## src/rtl/binary_to_radix_digits_macros.svh

```systemverilog
// assertion helpers shared by the rtl
`ifndef BINARY_TO_RADIX_DIGITS_MACROS_SVH
`define BINARY_TO_RADIX_DIGITS_MACROS_SVH

// same-cycle implication
`define B2RD_ASSERT_IMP(name, clk, rst, ante, cons, msg) \
  name: assert property (@(posedge clk) disable iff (rst) (ante) |-> (cons)) \
    else $error(msg);

// next-cycle implication
`define B2RD_ASSERT_NXT(name, clk, rst, ante, cons, msg) \
  name: assert property (@(posedge clk) disable iff (rst) (ante) |=> (cons)) \
    else $error(msg);

`endif

```

## src/rtl/b2rd_pkg.sv

```systemverilog
package b2rd_pkg;

  localparam int VALUE_W         = 31;
  localparam int DIGIT_W         = 4;
  localparam int RADIX_W         = 4;
  localparam int WORK_W          = 32;
  localparam int STEPS_PER_CYCLE = 8;
  localparam int DIV_CYCLES      = WORK_W / STEPS_PER_CYCLE;
  localparam int DIV_CNT_W       = $clog2(DIV_CYCLES);

  localparam logic [RADIX_W-1:0] RADIX_MIN   = 4'd2;
  localparam logic [RADIX_W-1:0] RADIX_MAX   = 4'd10;
  localparam logic [RADIX_W-1:0] RADIX_RESET = 4'd10;

  typedef enum logic [1:0] {
    ST_IDLE,
    ST_DIV,
    ST_EMIT_RD,
    ST_EMIT_LD
  } b2rd_state_t;

  typedef struct packed {
    logic load;
    logic div;
    logic emit_rd;
    logic emit_ld;
  } b2rd_cmd_t;

  typedef struct packed {
    logic div_last;
    logic conv_done;
    logic ptr_zero;
    logic out_free;
  } b2rd_status_t;

endpackage

```

## src/rtl/binary_to_radix_digits.sv

```systemverilog
// Converts a 31-bit non-negative integer into its digits in base 2 to 10 (written through
// the configuration channel, saturated into that range, reset value 10) and sends them
// most significant first, one digit per output beat, with last set on the least
// significant digit; zero gives a single 0 digit. One item is converted at a time: the
// input is stalled from acceptance until the final digit has been loaded into the output
// register. The shared divider produces 8 quotient bits per cycle while dividing; when all
// digits are in the digit buffer, each is read back from it (read state) and then loaded
// into the output register (load state), which waits while the output holds a stalled
// digit. At most MAX_DIGITS least significant digits are kept and sent.
`include "binary_to_radix_digits_macros.svh"

module binary_to_radix_digits
  import b2rd_pkg::*;
#(
  parameter int MAX_DIGITS = 31
) (
  input  logic               clk,
  input  logic               rst,
  input  logic               cfg_valid,
  output logic               cfg_ready,
  input  logic [RADIX_W-1:0] radix,
  input  logic               in_valid,
  output logic               in_stall,
  input  logic [VALUE_W-1:0] value,
  output logic               out_valid,
  input  logic               out_stall,
  output logic [DIGIT_W-1:0] digit,
  output logic               last
);

  b2rd_cmd_t    cmd;
  b2rd_status_t status;

  assign cfg_ready = 1'b1;

  b2rd_ctrl u_ctrl (
    .clk      (clk),
    .rst      (rst),
    .in_valid (in_valid),
    .in_stall (in_stall),
    .status   (status),
    .cmd      (cmd)
  );

  b2rd_dp #(
    .MAX_DIGITS (MAX_DIGITS)
  ) u_dp (
    .clk       (clk),
    .rst       (rst),
    .cfg_valid (cfg_valid && cfg_ready),
    .radix     (radix),
    .value     (value),
    .out_valid (out_valid),
    .out_stall (out_stall),
    .digit     (digit),
    .last      (last),
    .cmd       (cmd),
    .status    (status)
  );

  `B2RD_ASSERT_IMP(a_digit_range, clk, rst, out_valid, digit <= 4'd9, "digit out of range")
  `B2RD_ASSERT_NXT(a_busy_after_accept, clk, rst, in_valid && !in_stall, in_stall, "not busy")
  `B2RD_ASSERT_IMP(a_busy_mid_run, clk, rst, out_valid && !last, in_stall, "accepting mid run")

endmodule

```

## src/rtl/b2rd_ram.sv

```systemverilog
module b2rd_ram #(
  parameter int WIDTH = 4,
  parameter int DEPTH = 32,
  localparam int AW = $clog2(DEPTH)
) (
  input  logic             clk,
  input  logic             wr_en,
  input  logic [AW-1:0]    wr_addr,
  input  logic [WIDTH-1:0] wr_data,
  input  logic             rd_en,
  input  logic [AW-1:0]    rd_addr,
  output logic [WIDTH-1:0] rd_data
);

  logic [WIDTH-1:0] mem [DEPTH];

  always_ff @(posedge clk) begin
    if (wr_en) begin
      mem[wr_addr] <= wr_data;
    end
    if (rd_en) begin
      rd_data <= mem[rd_addr];
    end
  end

endmodule

```

## src/rtl/b2rd_ctrl.sv

```systemverilog
module b2rd_ctrl
  import b2rd_pkg::*;
(
  input  logic         clk,
  input  logic         rst,
  input  logic         in_valid,
  output logic         in_stall,
  input  b2rd_status_t status,
  output b2rd_cmd_t    cmd
);

  b2rd_state_t state, state_next;

  always_ff @(posedge clk) begin
    if (rst) begin
      state <= ST_IDLE;
    end else begin
      state <= state_next;
    end
  end

  always_comb begin
    state_next = state;
    cmd        = '0;
    in_stall   = 1'b1;
    unique case (state)
      ST_IDLE: begin
        in_stall = 1'b0;
        if (in_valid) begin
          cmd.load   = 1'b1;
          state_next = ST_DIV;
        end
      end
      ST_DIV: begin
        cmd.div = 1'b1;
        if (status.div_last && status.conv_done) begin
          state_next = ST_EMIT_RD;
        end
      end
      ST_EMIT_RD: begin
        cmd.emit_rd = 1'b1;
        state_next  = ST_EMIT_LD;
      end
      ST_EMIT_LD: begin
        if (status.out_free) begin
          cmd.emit_ld = 1'b1;
          state_next  = status.ptr_zero ? ST_IDLE : ST_EMIT_RD;
        end
      end
      default: state_next = ST_IDLE;
    endcase
  end

endmodule

```

## src/rtl/b2rd_dp.sv

```systemverilog
module b2rd_dp
  import b2rd_pkg::*;
#(
  parameter int MAX_DIGITS = 31,
  localparam int ADDR_W = $clog2(MAX_DIGITS)
) (
  input  logic               clk,
  input  logic               rst,
  input  logic               cfg_valid,
  input  logic [RADIX_W-1:0] radix,
  input  logic [VALUE_W-1:0] value,
  output logic               out_valid,
  input  logic               out_stall,
  output logic [DIGIT_W-1:0] digit,
  output logic               last,
  input  b2rd_cmd_t          cmd,
  output b2rd_status_t       status
);

  logic [RADIX_W-1:0]   radix_eff;
  logic [RADIX_W-1:0]   radix_clamped;
  logic [WORK_W-1:0]    work;
  logic [WORK_W-1:0]    work_next;
  logic [RADIX_W-1:0]   rem;
  logic [RADIX_W-1:0]   rem_next;
  logic [DIV_CNT_W-1:0] step;
  logic [ADDR_W-1:0]    cnt;
  logic [ADDR_W-1:0]    ptr;
  logic                 wr_en;
  logic [DIGIT_W-1:0]   rd_data;

  // saturate to the supported bases
  always_comb begin
    if (radix < RADIX_MIN) begin
      radix_clamped = RADIX_MIN;
    end else if (radix > RADIX_MAX) begin
      radix_clamped = RADIX_MAX;
    end else begin
      radix_clamped = radix;
    end
  end

  always_ff @(posedge clk) begin
    if (rst) begin
      radix_eff <= RADIX_RESET;
    end else if (cfg_valid) begin
      radix_eff <= radix_clamped;
    end
  end

  // restoring division, several quotient bits per cycle
  always_comb begin
    logic [WORK_W-1:0]  w;
    logic [RADIX_W-1:0] r;
    logic [RADIX_W:0]   t;
    w = work;
    r = rem;
    t = '0;
    for (int i = 0; i < STEPS_PER_CYCLE; i++) begin
      t = {r, w[WORK_W-1]};
      w = {w[WORK_W-2:0], 1'b0};
      if (t >= {1'b0, radix_eff}) begin
        t    = t - {1'b0, radix_eff};
        w[0] = 1'b1;
      end
      r = t[RADIX_W-1:0];
    end
    work_next = w;
    rem_next  = r;
  end

  assign status.div_last  = (step == DIV_CNT_W'(DIV_CYCLES - 1));
  assign status.conv_done = (work_next == '0) || (cnt == ADDR_W'(MAX_DIGITS - 1));
  assign status.ptr_zero  = (ptr == '0);
  assign status.out_free  = !out_valid || !out_stall;

  assign wr_en = cmd.div && status.div_last;

  always_ff @(posedge clk) begin
    if (cmd.load) begin
      work <= {{(WORK_W - VALUE_W){1'b0}}, value};
      rem  <= '0;
      step <= '0;
      cnt  <= '0;
    end else if (cmd.div) begin
      work <= work_next;
      if (status.div_last) begin
        rem  <= '0;
        step <= '0;
        cnt  <= cnt + 1'b1;
        ptr  <= cnt;
      end else begin
        rem  <= rem_next;
        step <= step + 1'b1;
      end
    end else if (cmd.emit_ld) begin
      ptr <= ptr - 1'b1;
    end
  end

  always_ff @(posedge clk) begin
    if (cmd.emit_ld) begin
      digit <= rd_data;
      last  <= (ptr == '0);
    end
  end

  always_ff @(posedge clk) begin
    if (rst) begin
      out_valid <= 1'b0;
    end else if (cmd.emit_ld) begin
      out_valid <= 1'b1;
    end else if (!out_stall) begin
      out_valid <= 1'b0;
    end
  end

  b2rd_ram #(
    .WIDTH (DIGIT_W),
    .DEPTH (MAX_DIGITS)
  ) u_digit_buf (
    .clk     (clk),
    .wr_en   (wr_en),
    .wr_addr (cnt),
    .wr_data (rem_next),
    .rd_en   (cmd.emit_rd),
    .rd_addr (ptr),
    .rd_data (rd_data)
  );

endmodule

```

## config.mk

```make
export PLATFORM = sky130hd
export DESIGN_NAME = binary_to_radix_digits
export DESIGN_NICKNAME = d
export VERILOG_FILES = /design/src/rtl/b2rd_pkg.sv /design/src/rtl/binary_to_radix_digits.sv /design/src/rtl/b2rd_ram.sv /design/src/rtl/b2rd_ctrl.sv /design/src/rtl/b2rd_dp.sv
export VERILOG_INCLUDE_DIRS = /design/src /design/src/rtl
export SDC_FILE = /design/constraint.sdc
export NUM_CORES = 1
export LEC_CHECK = 0
export BUFFER_PORTS_ARGS = -buffer_cell sky130_fd_sc_hd__buf_2
export CORE_AREA = 5 5 184 186
export CTS_BUF_LIST = sky130_fd_sc_hd__clkbuf_4
export CTS_CLUSTER_DIAMETER = 100
export DETAILED_ROUTE_END_ITERATION = 12
export DIE_AREA = 0 0 189 191
export GPL_ROUTABILITY_DRIVEN = 0
export PLACE_DENSITY = 0.48
export SLEW_MARGIN = 20
export SYNTH_ARGS = -nofsm -noshare
export SYNTH_HDL_FRONTEND = slang
export SYNTH_SLANG_ARGS = --single-unit
```

## constraint.sdc

```tcl
create_clock -name clk -period 15.1 [get_ports clk]
set_input_delay 0 -clock clk [delete_from_list [all_inputs] [get_ports clk]]
set_output_delay 0 -clock clk [all_outputs]
set_load 0.01 [all_outputs]
```

==> results.cfg <==
[timing]
setup_violations = 0
rsz0062_at_grt = false
setup-tns-final_ns = 0
maxSlewViolCount = 0
worst_pin_slew_ns = 0.936
fin_crit_ns = 14.02
fmax_mhz = 71.3
finalHoldViolCount = 0
slew_headroom_pct = 37.6
finalCritPeriodShare_pct = 92.9
skew_ns = 0.0366

[clock_tree]
cts.reportedPaths.clkPinSlew_ns = 0.16
cts_num_sinks = 188
numCtsBuffers = 17
clock_path_buffers = 2
insertion_delay_ns = 0.59
cts_max_level = 4
cts-root-buf = clkbuf_4
cts_tree = yes

[synthesis]
yosysUniqueCellTypes = 65
yosysTopAreaCellShare_pct = 53.7
seq_area_frac_synth_pct = 57.7
yosys-top-cells-area = edfxtp_1 (54%), mux4_2 (8.1%), ha_1 (5.3%), nand2_1 (4.2%), dfxtp_1 (4.0%)
syn_area_per_cell_um2 = 13.0
synthCells = 725
synth_common_cells = edfxtp_1 (169), nand2_1 (106), nor2_1 (63), ha_1 (40), inv_1 (37)
synth_top_area_cell = edfxtp_1
yosysMostFrequentCell = edfxtp_1
synth_flop_cell = edfxtp_1
yosysWarningCount = 0
synth_nets = 813
synthArstFlopShare_pct = 0
synth_seq_cells = 188
synth_edf_count = 169
syn_area_um2 = 9450

[setup_path]
worstPathRequired_ns = 15.57
critPathMaxStageDelay_ns = 0.55
r2r-start = u_dp.radix_eff[3]$_SDFFE_PP1P_
reg2reg_to = u_ctrl.state[0]$_SDFFE_PP0P_
cp-start-kind = flip-flop
r2r_slack_ns = 1.08
cpMostUsedCell = ha_1
criticalPathCategory = reg -> reg
slowest_stage = dlygate4sd3_1
rr_worst_depth = 59
cp-end-kind = flip-flop
cp.arrival_ns = 14.49
cp_max_fo = 10

[floorplanning]
die_area_um2 = 36100
die_w_um = 189
core-area_um2 = 32100
die_h_um = 191
num_rows = 66
initial_core_util_pct = 29.4
ios = 48

[detailed_routing]
post_drt_via_cell_ratio = 4.74
drt_pass1_iterations = 4
wl_per_cell_um = 17.8
drc = 0
vias = 5894
drtIter0Drc = 385
ant_nets = 0
wl_um = 22200

[global_routing]
grt.total_usage_pct = 12.4
grt_antenna_before_repair = 0
grt_pass1_wl_um = 34700
grt_max_degree = 37
gr-total-overflow = 0
grt_pass1_vias = 6055

[hold_path]
worstHoldPathType = in -> reg
whs_endpoint = u_ctrl.state[1]$_SDFFE_PP0P_
min-delay-start = out_stall
hold_depth = 5

[placement]
portBuffers = 46
place_hpwl_um = 15400

[final_layout]
nets = 910
drive_above_1_share_pct = 19.8
synthToLayoutAreaGrowth_pct = 16.4

[outcome]
status = completed

[run]
drv_cap = 0
[routing by layer]
layer  share of wire (%)  up-vias  GRT usage [%]
li1                    -     2870              -
met1                  48     2904           17.0
met2                  48      107           21.2
met3                 3.3       13           2.32
met4                0.59        0           1.85
met5                   0        -              0
[stage by stage]
step | cell area, um^2 | hold slack [ns] | utilization (%) | instances | setup WS [ns]
2_1_floorplan | 9450 | 0.0691 | - | 725 | 1.76
3_3_place_gp | 10100 | 0.256 | 31.6 | 1161 | 1.34
3_5_place_dp | 10100 | 0.260 | 31.6 | 1161 | 1.04
4_1_cts | 10900 | 0.00313 | 34.1 | 1240 | 0.509
5_1_grt | 11000 | 0.0589 | 34.2 | 1243 | 0.00481
6_report | 11000 | 0.0386 | 34.2 | 1244 | 1.08
[registers in the layout, summed over array words and instances (netlist names)]
signal	count
u_dp.u_digit_buf.mem	124
u_dp.work	32
u_dp.cnt	5
u_dp.ptr	5
u_dp.digit	4
u_dp.radix_eff	4
u_dp.rem	4
u_dp.u_digit_buf.rd_data	4
u_ctrl.state	2
u_dp.step	2
u_dp.last	1
u_dp.out_valid	1
[worst max path at each step]
stage / slack [ns] / endpoint / depth (start not counted) / start
5_1_grt: 0.005 / u_ctrl.state[0]$_SDFFE_PP0P_ / 59 / u_dp.radix_eff[3]$_SDFFE_PP1P_
3_5_place_dp: 1.04 / u_dp.rem[2]$_SDFFE_PP0P_ / 56 / u_dp.radix_eff[1]$_SDFFE_PP1P_
3_3_place_gp: 1.34 / u_dp.rem[2]$_SDFFE_PP0P_ / 56 / u_dp.radix_eff[1]$_SDFFE_PP1P_
4_1_cts: 0.51 / u_ctrl.state[0]$_SDFFE_PP0P_ / 59 / u_dp.radix_eff[1]$_SDFFE_PP1P_
6_report: 1.08 / u_ctrl.state[0]$_SDFFE_PP0P_ / 59 / u_dp.radix_eff[3]$_SDFFE_PP1P_
2_1_floorplan: 1.76 / u_dp.u_digit_buf.mem[0][0]$_DFFE_PP_ / 57 / u_dp.radix_eff[1]$_SDFFE_PP1P_
[cells by family (layout without fill, tap and decap cells)]
kind of cell / Yosys count / count (layout) / synth area share, %
compound gates: 99 / 99 / 7.15
xor+xnor: 24 / 24 / 2.22
fa+ha+maj: 48 / 48 / 6.99
buf+inv: 65 / 175 / 2.78
flops: 188 / 188 / 57.7
mux: 65 / 65 / 11.7
other cells: 1 / 2 / 0.0397
simple gates: 235 / 235 / 11.3
[critical path: cells and delay by family, from the launching register on]
family,cells,cell delay (ns)
AOI/OAI and AO/OA,24,4.82
adders and majority gates,8,2.31
buffers and inverters,7,1.12
DFF,1,0.34
muxes,7,2.62
and+or+nand+nor,13,2.71
[cell type report]
type | instances | area (um^2)
sequential | 188 | 5460
fill | 3118 | 21100
timing repair buffer | 106 | 798
clock buffer | 17 | 128
clock inverter | 15 | 191
antenna | 1 | 2.50
tap | 408 | 510
inverter | 37 | 143
multi-input combinational | 472 | 3760
[cells in the final DEF (no fill, tap or decap), types with 12 or more instances in the layout]
master           n
dlygate4sd3_1   47
buf_2           46
buf_4           13
o21ai_0         19
ha_1            39
mux2i_1         12
clkbuf_4        17
dfxtp_1         18
nor2_1          63
nand2_1        106
mux4_2          34
a21oi_1         31
edfxtp_1       169
inv_1           36
xnor2_1         13
[repair_timing]
| item | 4_1_cts | 5_1_grt |
|---|---|---|
| hold buffers | 47 | 0 |
| hold endpoints to repair | 38 | 0 |
| setup endpoints to repair | 0 | 79 |
| buffers inserted | 0 | 3 |
| gates resized for setup | 0 | 7 |
Power is not shown: default switching activity piles up to over one toggle a cycle in this logic, so the estimate is an artifact.
